==> src/hdl/aisenc_pkg.sv <==
// Shared types, constants and character functions of the AIS type 5 sentence encoder.
package aisenc_pkg;

   // Command queue between the front and back parts.
   localparam int QueueDepth     = 4;
   localparam int QueuePtrBits   = $clog2(QueueDepth);
   localparam int QueueCountBits = $clog2(QueueDepth + 1);

   // Message layout.
   localparam logic [5:0] MsgType    = 6'd5;
   localparam logic [4:0] TextChars  = 5'd27;
   localparam logic [6:0] FragChars  = 7'd61;
   localparam logic [5:0] StartChars = 6'd11;
   localparam logic [5:0] TailChars  = 6'd32;
   localparam logic [3:0] HdrLast    = 4'd13;

   typedef enum logic [1:0] {
      CMD_START,
      CMD_CHAR,
      CMD_LAST
   } cmd_kind_type;

   // data holds the identity for a start, the 6-bit text code otherwise.
   typedef struct packed {
      cmd_kind_type kind;
      logic [29:0]  data;
   } cmd_type;

   function automatic logic [5:0] six_bit_code(input logic [7:0] c);
      logic [7:0] t;
      t = 8'd0;
      if (c >= "A" && c <= "Z") begin
         t = c - 8'd64;
      end else if (c >= "a" && c <= "z") begin
         t = c - 8'd96;
      end else if (c >= "0" && c <= "9") begin
         t = c;
      end
      return t[5:0];
   endfunction

   function automatic logic [7:0] armor(input logic [5:0] v);
      logic [7:0] c;
      c = {2'b00, v} + 8'd48;
      if (v > 6'd39) begin
         c = c + 8'd8;
      end
      return c;
   endfunction

   function automatic logic [7:0] hex_digit(input logic [3:0] v);
      return (v < 4'd10) ? (8'h30 + {4'h0, v}) : (8'h37 + {4'h0, v});
   endfunction

   // Sentence header "!AIVDM,2,<frag>,,A," by position.
   function automatic logic [7:0] hdr_char(input logic [3:0] idx, input logic [7:0] frag);
      logic [7:0] c;
      c = ",";
      case (idx)
         4'd0:    c = "!";
         4'd1:    c = "A";
         4'd2:    c = "I";
         4'd3:    c = "V";
         4'd4:    c = "D";
         4'd5:    c = "M";
         4'd7:    c = "2";
         4'd9:    c = frag;
         4'd12:   c = "A";
         default: c = ",";
      endcase
      return c;
   endfunction

endpackage

==> src/hdl/aisenc_front.sv <==
// Front part: accepts input words, tracks the open message and queues commands.
module aisenc_front
   import aisenc_pkg::*;
(
   input  logic        clock,
   input  logic        reset,
   input  logic        req_tvalid,
   output logic        req_tready,
   input  logic [39:0] req_tdata,
   input  logic        req_tuser,
   input  logic        q_full,
   output logic        cmd_push,
   output cmd_type     cmd
);

   localparam logic ModeStart = 1'b0;

   logic       open_ff, open_in;
   logic [4:0] pos_ff, pos_in;
   logic [4:0] pos_next;
   logic       accept;

   assign req_tready = !q_full;
   assign accept     = req_tvalid && !q_full;

   always_comb begin
      open_in   = open_ff;
      pos_in    = pos_ff;
      cmd_push  = 1'b0;
      cmd.kind  = CMD_START;
      cmd.data  = req_tdata[29:0];
      pos_next  = pos_ff + 5'd1;
      if (accept) begin
         if (req_tuser == ModeStart) begin
            cmd_push = 1'b1;
            open_in  = 1'b1;
            pos_in   = 5'd0;
         end else if (open_ff) begin
            // A text character with no message open is dropped.
            cmd_push = 1'b1;
            cmd.data = {24'd0, six_bit_code(req_tdata[37:30])};
            if (pos_next >= TextChars) begin
               cmd.kind = CMD_LAST;
               open_in  = 1'b0;
               pos_in   = 5'd0;
            end else begin
               cmd.kind = CMD_CHAR;
               pos_in   = pos_next;
            end
         end
      end
   end

   always_ff @(posedge clock) begin
      if (reset) begin
         open_ff <= 1'b0;
         pos_ff  <= 5'd0;
      end else begin
         open_ff <= open_in;
         pos_ff  <= pos_in;
      end
   end

endmodule

==> src/hdl/aisenc_queue.sv <==
// Short command queue between the front and back parts.
module aisenc_queue
   import aisenc_pkg::*;
(
   input  logic    clock,
   input  logic    reset,
   input  logic    push,
   input  cmd_type push_cmd,
   input  logic    pop,
   output cmd_type head_cmd,
   output logic    head_valid,
   output logic    full
);

   cmd_type                   entries_ff [QueueDepth];
   logic [QueuePtrBits-1:0]   wr_ptr_ff, wr_ptr_in;
   logic [QueuePtrBits-1:0]   rd_ptr_ff, rd_ptr_in;
   logic [QueueCountBits-1:0] count_ff, count_in;
   logic                      do_push, do_pop;

   assign full       = (count_ff == QueueCountBits'(QueueDepth));
   assign head_valid = (count_ff != '0);
   assign head_cmd   = entries_ff[rd_ptr_ff];
   assign do_push    = push && !full;
   assign do_pop     = pop && head_valid;

   always_comb begin
      wr_ptr_in = wr_ptr_ff;
      rd_ptr_in = rd_ptr_ff;
      count_in  = count_ff;
      if (do_push) begin
         wr_ptr_in = (wr_ptr_ff == QueuePtrBits'(QueueDepth - 1)) ? '0
                                                                  : wr_ptr_ff + QueuePtrBits'(1);
      end
      if (do_pop) begin
         rd_ptr_in = (rd_ptr_ff == QueuePtrBits'(QueueDepth - 1)) ? '0
                                                                  : rd_ptr_ff + QueuePtrBits'(1);
      end
      if (do_push && !do_pop) begin
         count_in = count_ff + QueueCountBits'(1);
      end else if (do_pop && !do_push) begin
         count_in = count_ff - QueueCountBits'(1);
      end
   end

   always_ff @(posedge clock) begin
      if (reset) begin
         wr_ptr_ff <= '0;
         rd_ptr_ff <= '0;
         count_ff  <= '0;
      end else begin
         wr_ptr_ff <= wr_ptr_in;
         rd_ptr_ff <= rd_ptr_in;
         count_ff  <= count_in;
      end
   end

   always_ff @(posedge clock) begin
      if (do_push) begin
         entries_ff[wr_ptr_ff] <= push_cmd;
      end
   end

endmodule

==> src/hdl/aisenc_back.sv <==
// Back part: byte sequencer that writes headers, armored payload and closing checksums.
module aisenc_back
   import aisenc_pkg::*;
(
   input  logic       clock,
   input  logic       reset,
   input  cmd_type    cmd,
   input  logic       cmd_valid,
   output logic       cmd_pop,
   output logic       rsp_tvalid,
   input  logic       rsp_tready,
   output logic [7:0] rsp_tdata,
   output logic       rsp_tuser,
   output logic       rsp_tlast
);

   localparam logic [3:0] ClsComma = 4'd0;
   localparam logic [3:0] ClsFill  = 4'd1;
   localparam logic [3:0] ClsStar  = 4'd2;
   localparam logic [3:0] ClsHexHi = 4'd3;
   localparam logic [3:0] ClsHexLo = 4'd4;

   typedef enum logic [1:0] {
      ST_IDLE,
      ST_HDR,
      ST_PAY,
      ST_CLS
   } state_type;

   state_type   state_ff, state_in;
   logic [3:0]  idx_ff, idx_in;
   logic        frag2_ff, frag2_in;
   logic        final_ff, final_in;
   logic        last_cmd_ff, last_cmd_in;
   logic [5:0]  pay_left_ff, pay_left_in;
   logic [6:0]  chars_ff, chars_in;
   logic [7:0]  xor_ff, xor_in;
   logic [3:0]  left_ff, left_in;
   logic [65:0] shift_ff, shift_in;
   logic        valid_ff, valid_in;
   logic [7:0]  data_ff, data_in;
   logic        user_ff, user_in;
   logic        tlast_ff, tlast_in;

   logic        emit;
   logic        run_end;
   logic        sent_end;
   logic [7:0]  byte_val;
   logic [6:0]  chars_next;
   logic [5:0]  pay_left_next;

   assign rsp_tvalid = valid_ff;
   assign rsp_tdata  = data_ff;
   assign rsp_tuser  = user_ff;
   assign rsp_tlast  = tlast_ff;

   always_comb begin
      state_in      = state_ff;
      idx_in        = idx_ff;
      frag2_in      = frag2_ff;
      final_in      = final_ff;
      last_cmd_in   = last_cmd_ff;
      pay_left_in   = pay_left_ff;
      chars_in      = chars_ff;
      xor_in        = xor_ff;
      left_in       = left_ff;
      shift_in      = shift_ff;
      valid_in      = valid_ff && !rsp_tready;
      data_in       = data_ff;
      user_in       = user_ff;
      tlast_in      = tlast_ff;
      run_end       = 1'b0;
      sent_end      = 1'b0;
      byte_val      = 8'd0;
      chars_next    = chars_ff + 7'd1;
      pay_left_next = pay_left_ff - 6'd1;
      emit          = (state_ff != ST_IDLE) && (!valid_ff || rsp_tready);

      unique case (state_ff)
         ST_IDLE: byte_val = 8'd0;
         ST_HDR:  byte_val = hdr_char(idx_ff, frag2_ff ? "2" : "1");
         ST_PAY:  byte_val = armor(shift_ff[65:60]);
         ST_CLS: begin
            unique case (idx_ff)
               ClsComma: byte_val = ",";
               ClsFill:  byte_val = final_ff ? "2" : "0";
               ClsStar:  byte_val = "*";
               ClsHexHi: byte_val = hex_digit(xor_ff[7:4]);
               ClsHexLo: begin
                  byte_val = hex_digit(xor_ff[3:0]);
                  sent_end = 1'b1;
               end
               default:  byte_val = "*";
            endcase
         end
         default: byte_val = 8'd0;
      endcase

      if (emit) begin
         unique case (state_ff)
            ST_HDR: begin
               xor_in = (idx_ff == 4'd0) ? 8'd0 : (xor_ff ^ byte_val);
               if (idx_ff == HdrLast) begin
                  idx_in = 4'd0;
                  if (pay_left_ff != 6'd0) begin
                     state_in = ST_PAY;
                  end else if (last_cmd_ff) begin
                     state_in = ST_CLS;
                     final_in = 1'b1;
                  end else begin
                     state_in = ST_IDLE;
                     run_end  = 1'b1;
                  end
               end else begin
                  idx_in = idx_ff + 4'd1;
               end
            end
            ST_PAY: begin
               xor_in      = xor_ff ^ byte_val;
               chars_in    = chars_next;
               pay_left_in = pay_left_next;
               shift_in    = {shift_ff[59:0], 6'd0};
               if (chars_next == FragChars) begin
                  // First fragment is full: close it and open the second.
                  state_in = ST_CLS;
                  idx_in   = 4'd0;
                  final_in = 1'b0;
               end else if (pay_left_next == 6'd0) begin
                  if (last_cmd_ff) begin
                     state_in = ST_CLS;
                     idx_in   = 4'd0;
                     final_in = 1'b1;
                  end else begin
                     state_in = ST_IDLE;
                     run_end  = 1'b1;
                  end
               end
            end
            ST_CLS: begin
               if (idx_ff == ClsComma || idx_ff == ClsFill) begin
                  xor_in = xor_ff ^ byte_val;
               end
               if (idx_ff == ClsHexLo) begin
                  idx_in = 4'd0;
                  if (final_ff) begin
                     state_in = ST_IDLE;
                     run_end  = 1'b1;
                  end else begin
                     state_in = ST_HDR;
                     frag2_in = 1'b1;
                  end
               end else begin
                  idx_in = idx_ff + 4'd1;
               end
            end
            default: state_in = ST_IDLE;
         endcase
         valid_in = 1'b1;
         data_in  = byte_val;
         user_in  = sent_end;
         tlast_in = run_end;
      end

      // The next command loads while the last word of the current one goes out.
      cmd_pop = cmd_valid && ((state_ff == ST_IDLE) || (emit && run_end));
      if (cmd_pop) begin
         idx_in = 4'd0;
         unique case (cmd.kind)
            CMD_START: begin
               state_in    = ST_HDR;
               frag2_in    = 1'b0;
               final_in    = 1'b0;
               last_cmd_in = 1'b0;
               pay_left_in = StartChars;
               chars_in    = 7'd0;
               left_in     = 4'd0;
               shift_in    = {MsgType, 2'b00, cmd.data, 28'd0};
            end
            CMD_CHAR: begin
               state_in    = ST_PAY;
               last_cmd_in = 1'b0;
               pay_left_in = 6'd1;
               left_in     = cmd.data[3:0];
               shift_in    = {left_ff, cmd.data[5:4], 60'd0};
            end
            CMD_LAST: begin
               state_in    = ST_PAY;
               last_cmd_in = 1'b1;
               pay_left_in = TailChars;
               left_in     = 4'd0;
               shift_in    = {left_ff, cmd.data[5:0], 56'd0};
            end
            default: state_in = ST_IDLE;
         endcase
      end
   end

   always_ff @(posedge clock) begin
      if (reset) begin
         state_ff    <= ST_IDLE;
         idx_ff      <= 4'd0;
         frag2_ff    <= 1'b0;
         final_ff    <= 1'b0;
         last_cmd_ff <= 1'b0;
         pay_left_ff <= 6'd0;
         chars_ff    <= 7'd0;
         xor_ff      <= 8'd0;
         left_ff     <= 4'd0;
         shift_ff    <= '0;
         valid_ff    <= 1'b0;
         data_ff     <= 8'd0;
         user_ff     <= 1'b0;
         tlast_ff    <= 1'b0;
      end else begin
         state_ff    <= state_in;
         idx_ff      <= idx_in;
         frag2_ff    <= frag2_in;
         final_ff    <= final_in;
         last_cmd_ff <= last_cmd_in;
         pay_left_ff <= pay_left_in;
         chars_ff    <= chars_in;
         xor_ff      <= xor_in;
         left_ff     <= left_in;
         shift_ff    <= shift_in;
         valid_ff    <= valid_in;
         data_ff     <= data_in;
         user_ff     <= user_in;
         tlast_ff    <= tlast_in;
      end
   end

endmodule

==> src/hdl/ais_type5_nmea_sentence_encoder_top.sv <==
// Top level of the AIS type 5 encoder that writes two AIVDM sentences as a byte stream.
// A start word (tuser 0) carries the vessel identity and yields 25 bytes: the first
// sentence header and eleven armored payload characters. Exactly 27 text words (tuser 1)
// follow, 7 of call sign and 20 of name; each yields one byte, and the 27th yields 56:
// the rest of the payload, the close of the first sentence, the whole second sentence and
// its checksum. Text words with no message open are taken and dropped; a start word while
// a message is open abandons it. The input takes one word per cycle while the four-entry
// command queue has room, and the byte sequencer of the back part sends one byte per
// cycle while rsp_tready is high, so a long run at start or finish holds the input off
// once the queue is full. tlast marks the last byte that an input word causes; tuser marks
// the final checksum digit of each sentence.
module ais_type5_nmea_sentence_encoder_top
   import aisenc_pkg::*;
(
   input  logic        clock,
   input  logic        reset,
   input  logic        req_tvalid,
   output logic        req_tready,
   input  logic [39:0] req_tdata,   // mmsi [29:0], char_code [37:30], zero [39:38]
   input  logic        req_tuser,   // mode
   output logic        rsp_tvalid,
   input  logic        rsp_tready,
   output logic [7:0]  rsp_tdata,   // out_byte [7:0]
   output logic        rsp_tuser,   // sentence_end
   output logic        rsp_tlast
);

   cmd_type push_cmd;
   cmd_type head_cmd;
   logic    cmd_push;
   logic    cmd_pop;
   logic    head_valid;
   logic    q_full;

   aisenc_front u_front (
      .clock      (clock),
      .reset      (reset),
      .req_tvalid (req_tvalid),
      .req_tready (req_tready),
      .req_tdata  (req_tdata),
      .req_tuser  (req_tuser),
      .q_full     (q_full),
      .cmd_push   (cmd_push),
      .cmd        (push_cmd)
   );

   aisenc_queue u_queue (
      .clock      (clock),
      .reset      (reset),
      .push       (cmd_push),
      .push_cmd   (push_cmd),
      .pop        (cmd_pop),
      .head_cmd   (head_cmd),
      .head_valid (head_valid),
      .full       (q_full)
   );

   aisenc_back u_back (
      .clock      (clock),
      .reset      (reset),
      .cmd        (head_cmd),
      .cmd_valid  (head_valid),
      .cmd_pop    (cmd_pop),
      .rsp_tvalid (rsp_tvalid),
      .rsp_tready (rsp_tready),
      .rsp_tdata  (rsp_tdata),
      .rsp_tuser  (rsp_tuser),
      .rsp_tlast  (rsp_tlast)
   );

endmodule

==> config.mk <==
export PLATFORM = sky130hd
export DESIGN_NAME = ais_type5_nmea_sentence_encoder_top
export DESIGN_NICKNAME = d
export VERILOG_FILES = /design/src/hdl/aisenc_pkg.sv /design/src/hdl/aisenc_front.sv /design/src/hdl/aisenc_queue.sv /design/src/hdl/aisenc_back.sv /design/src/hdl/ais_type5_nmea_sentence_encoder_top.sv
export SDC_FILE = /design/constraint.sdc
export NUM_CORES = 1
export LEC_CHECK = 0
export BUFFER_PORTS_ARGS = -buffer_cell sky130_fd_sc_hd__buf_2
export CORE_ASPECT_RATIO = 1.4
export CORE_MARGIN = 5
export CORE_UTILIZATION = 55
export DETAILED_ROUTE_END_ITERATION = 16
export GPL_TIMING_DRIVEN = 0
export PLACE_DENSITY = 0.74
export SLEW_MARGIN = 20
export SYNTH_ARGS = -nofsm -noshare
export SYNTH_HDL_FRONTEND = slang
export SYNTH_SLANG_ARGS = --single-unit
==> constraint.sdc <==
create_clock -name clock -period 3.7 [get_ports clock]
set_input_delay 0.555 -clock clock [delete_from_list [all_inputs] [get_ports clock]]
set_output_delay 0.555 -clock clock [all_outputs]
set_load 0.02 [all_outputs]
==> out/results.txt <==
VDD IR max = 423.8 uV
Final ANT Viol Nets = 0
worst-margin pin slew = 0.8120 ns
reg2reg start = u_back.state_ff[1]
Final period util = 91.86%
commonest cells in the netlist = edfxtp_1, dfxtp_1, nand2_1, a21oi_1, nor2_1
TritonCTS buffer count = 25
Die Span Y = 181.1 um
Yosys top cell area share = 33.42%
Post-Place Cells = 1332
filler instances = 1621
clock sinks = 254
# Max-Cap Violations = 0
final net count = 1181
DR iter-0 viols = 593
die width = 132.2 um
crit path capture type = register
WP data arrival = 3.84 ns
max-slew violation count = 0
CTS tree = done
net count after synthesis = 1098
synthesized area per cell = 11.29 um2
TritonRoute pass-1 iters = 5
worst-case clock buffer depth = 3
Logic pwr share = 27.4%
Reg2Reg Depth = 13
clock root buffer = clkbuf_16
Avg WL per Cell = 17.81 um
DRC viols = 0
Clock Pin Slew Worst Setup and Hold Paths = 0.06 ns
CP Launch Point = u_back.state_ff[1]
largest fanout on the critical path = 10
Max-slew headroom = 45.87%
Post-synth EDFFs = 128
count leader, synth = edfxtp_1
Initial Util = 55.94%
vias per cell = 5.862
dpl ws = -0.2262 ns
gr busiest metal = met2
Hold Crit Depth = 4
Yosys Warn Count = 0
Pint = 5.355 mW
synthesized area = 0.01150 mm2
Sequential Power Share = 42.9%
Lkg Pwr = 4.302 nW
Crit Path Class = reg2reg
Final Critical Period = 3.399 ns
Boundary Pins = 57
multi-input combinational cell area = 0.004738 mm2
Overflow after GRT = 0
setup TNS = 0 ns
dominant cells by area after synthesis = edfxtp_1, dfxtp_1, mux4_2
Placer Congestion = 0.9040
Post-Synthesis Cells = 1019
Row Count = 62
share of cells above drive strength 1 = 14.11%
Synth Flop Type = edfxtp_1
Sw Share = 32.19%
sequential area share after synthesis = 55.36%
async set or reset register ratio after synthesis = 0%
GR Util met3 = 2.421%
final setup fails = 0
Total GRT Usage = 19.93%
critical path launch point type = register
Hold Path Origin = req_tuser
cts hold-fix bufs = 0
clock skew = 0.01177 ns
Post-Layout Cell Count = 1376
htree depth = 1
switching pwr = 2.542 mW
Hold Fails Final Rpt = 0
clk_lat worst skew = 0.51 ns
largest net degree at the start of global routing = 29
clock power share = 29.6%
outcome = completed
DP Wirelength = 17660 um
core box area = 0.02056 mm2
M2 GR Usage = 37.40%
PortBufs = 53
RSZ-0062 raised after global routing = no
routed vias = 8066
CP required = 4.14 ns
vias in the first global route = 7940
ANT cells = 0
Die ar. = 0.02394 mm2
Netlist cell types = 71
final worst setup slack = 0.3013 ns
post-synthesis register bit count = 254
number of antenna violations at the first check in global routing = 0
total power = 7.897 mW
worst hold path type = in2reg
first-pass GRT wire length = 39780 um
Max Clk Rate = 294.2 MHz
GR Util met1 = 23.37%
Area Overhead vs Synth = 12.34%
fin util = 62.84%
register cell area after layout = 0.006366 mm2
Pwr per Cell Area = 611.3 mW/mm2
leading area contributor after synthesis = edfxtp_1
Routed WL = 24510 um
-- layer usage --
metal / vias to the layer above / part of all wire (%)
met3: 56 / 4.4
met2: 212 / 53
met1: 3888 / 39
li1: 3910 / -
met4: 0 / 3.1
met5: - / 0
-- worst max-delay path: stages, from the launching register on --
cell and delay (ns):
dfxtp_1 0.38, inv_1 0.10, ha_1 0.29, nor3_4 0.48
and2_1 0.20, o2111ai_1 0.16, nand2_1 0.25, inv_2 0.08
buf_2 0.19, ha_1 0.23, fa_1 0.38, xnor2_1 0.14
or3_1 0.30, a21oi_1 0.13
-- flip-flops by register name, summed over array words and instances, names as in the netlist, 4 cells and up, named ones only --
| name | flops |
|---|---|
| u_back.left_ff | 4 |
| u_back.shift_ff | 66 |
| u_queue.entries_ff | 128 |
| u_front.pos_ff | 5 |
| u_back.xor_ff | 8 |
| u_back.pay_left_ff | 6 |
| u_back.rsp_tdata | 8 |
| u_back.chars_ff | 7 |
| u_back.idx_ff | 4 |
-- through the flow --
step	hold WS, ns	instance area [um2]
floorplan	0.4262	11500
global placement	0.4383	12090
detailed placement	0.4450	12170
CTS	0.3057	12920
global route	0.3556	12920
finish	0.3314	12920
-- area by class of cell --
class,instances,area share [%]
Buffer,65,2.160
Clock buffer,30,4.988
Clock inverter,15,0.8136
Inverter,32,0.9298
Multi-Input combinational cell,667,36.68
Sequential cell,254,49.28
Tap cell,256,2.479
Timing Repair Buffer,57,2.673
-- cells in the final DEF, fill, tap and decap left out, drive strengths merged, types with 6 or more instances in the layout --
cell / Yosys / final
a211oi: 12 / 12
a21boi: 6 / 6
a21o: 7 / 7
a21oi: 70 / 70
a22oi: 7 / 7
and2: 35 / 35
and3: 8 / 8
buf: 18 / 74
clkbuf: 48 / 78
clkinv: 0 / 11
dfxtp: 126 / 126
edfxtp: 128 / 128
ha: 33 / 33
inv: 32 / 32
mux2i: 30 / 30
mux4: 32 / 32
nand2: 99 / 99
nand3: 49 / 49
nand4: 9 / 9
nor2: 64 / 64
nor2b: 11 / 11
nor3: 9 / 9
o211ai: 8 / 8
o21ai: 33 / 33
o31ai: 35 / 35
or3: 13 / 13
xnor2: 15 / 15
xor2: 12 / 12
-- path summary, 6_finish.rpt --
path,to,slack (ns)
worst max-delay path,u_queue.count_ff[2],0.30
worst max register to register,u_queue.count_ff[2],0.30
worst min-delay path,u_front.open_ff,0.33
worst min register to register,u_back.shift_ff[8],0.45
-- cells by family (layout without fill, tap and decap cells) --
kind of cell | Yosys count | in the layout | synth area share, %
AOI/OAI and AO/OA | 219 | 219 | 12.44
xor gates and xnor gates | 27 | 27 | 2.056
adders and majority gates | 34 | 34 | 3.765
buffers and inverters | 98 | 199 | 3.482
DFF | 254 | 254 | 55.36
muxes | 63 | 63 | 8.976
and+or+nand+nor | 324 | 324 | 13.93
-- what timing repair did --
action / in CTS / in global routing
resized for setup: 2 / 2
setup buffers: 0 / 0
endpoints found under the setup margin: 11 / 10
-- power groups by stage --
stage | Clock (mW) | Combinational, mW | Sequential, mW
5_1_grt | 2.49 | 2.39 | 3.42
6_report | 2.34 | 2.17 | 3.39
4_1_cts | 2.38 | 2.16 | 3.39
2_1_floorplan | 0 | 1.59 | 3.41
3_3_place_gp | 0 | 2.11 | 3.44
3_5_place_dp | 0 | 2.15 | 3.45
No activity file was read; power rests on OpenSTA's default activity.
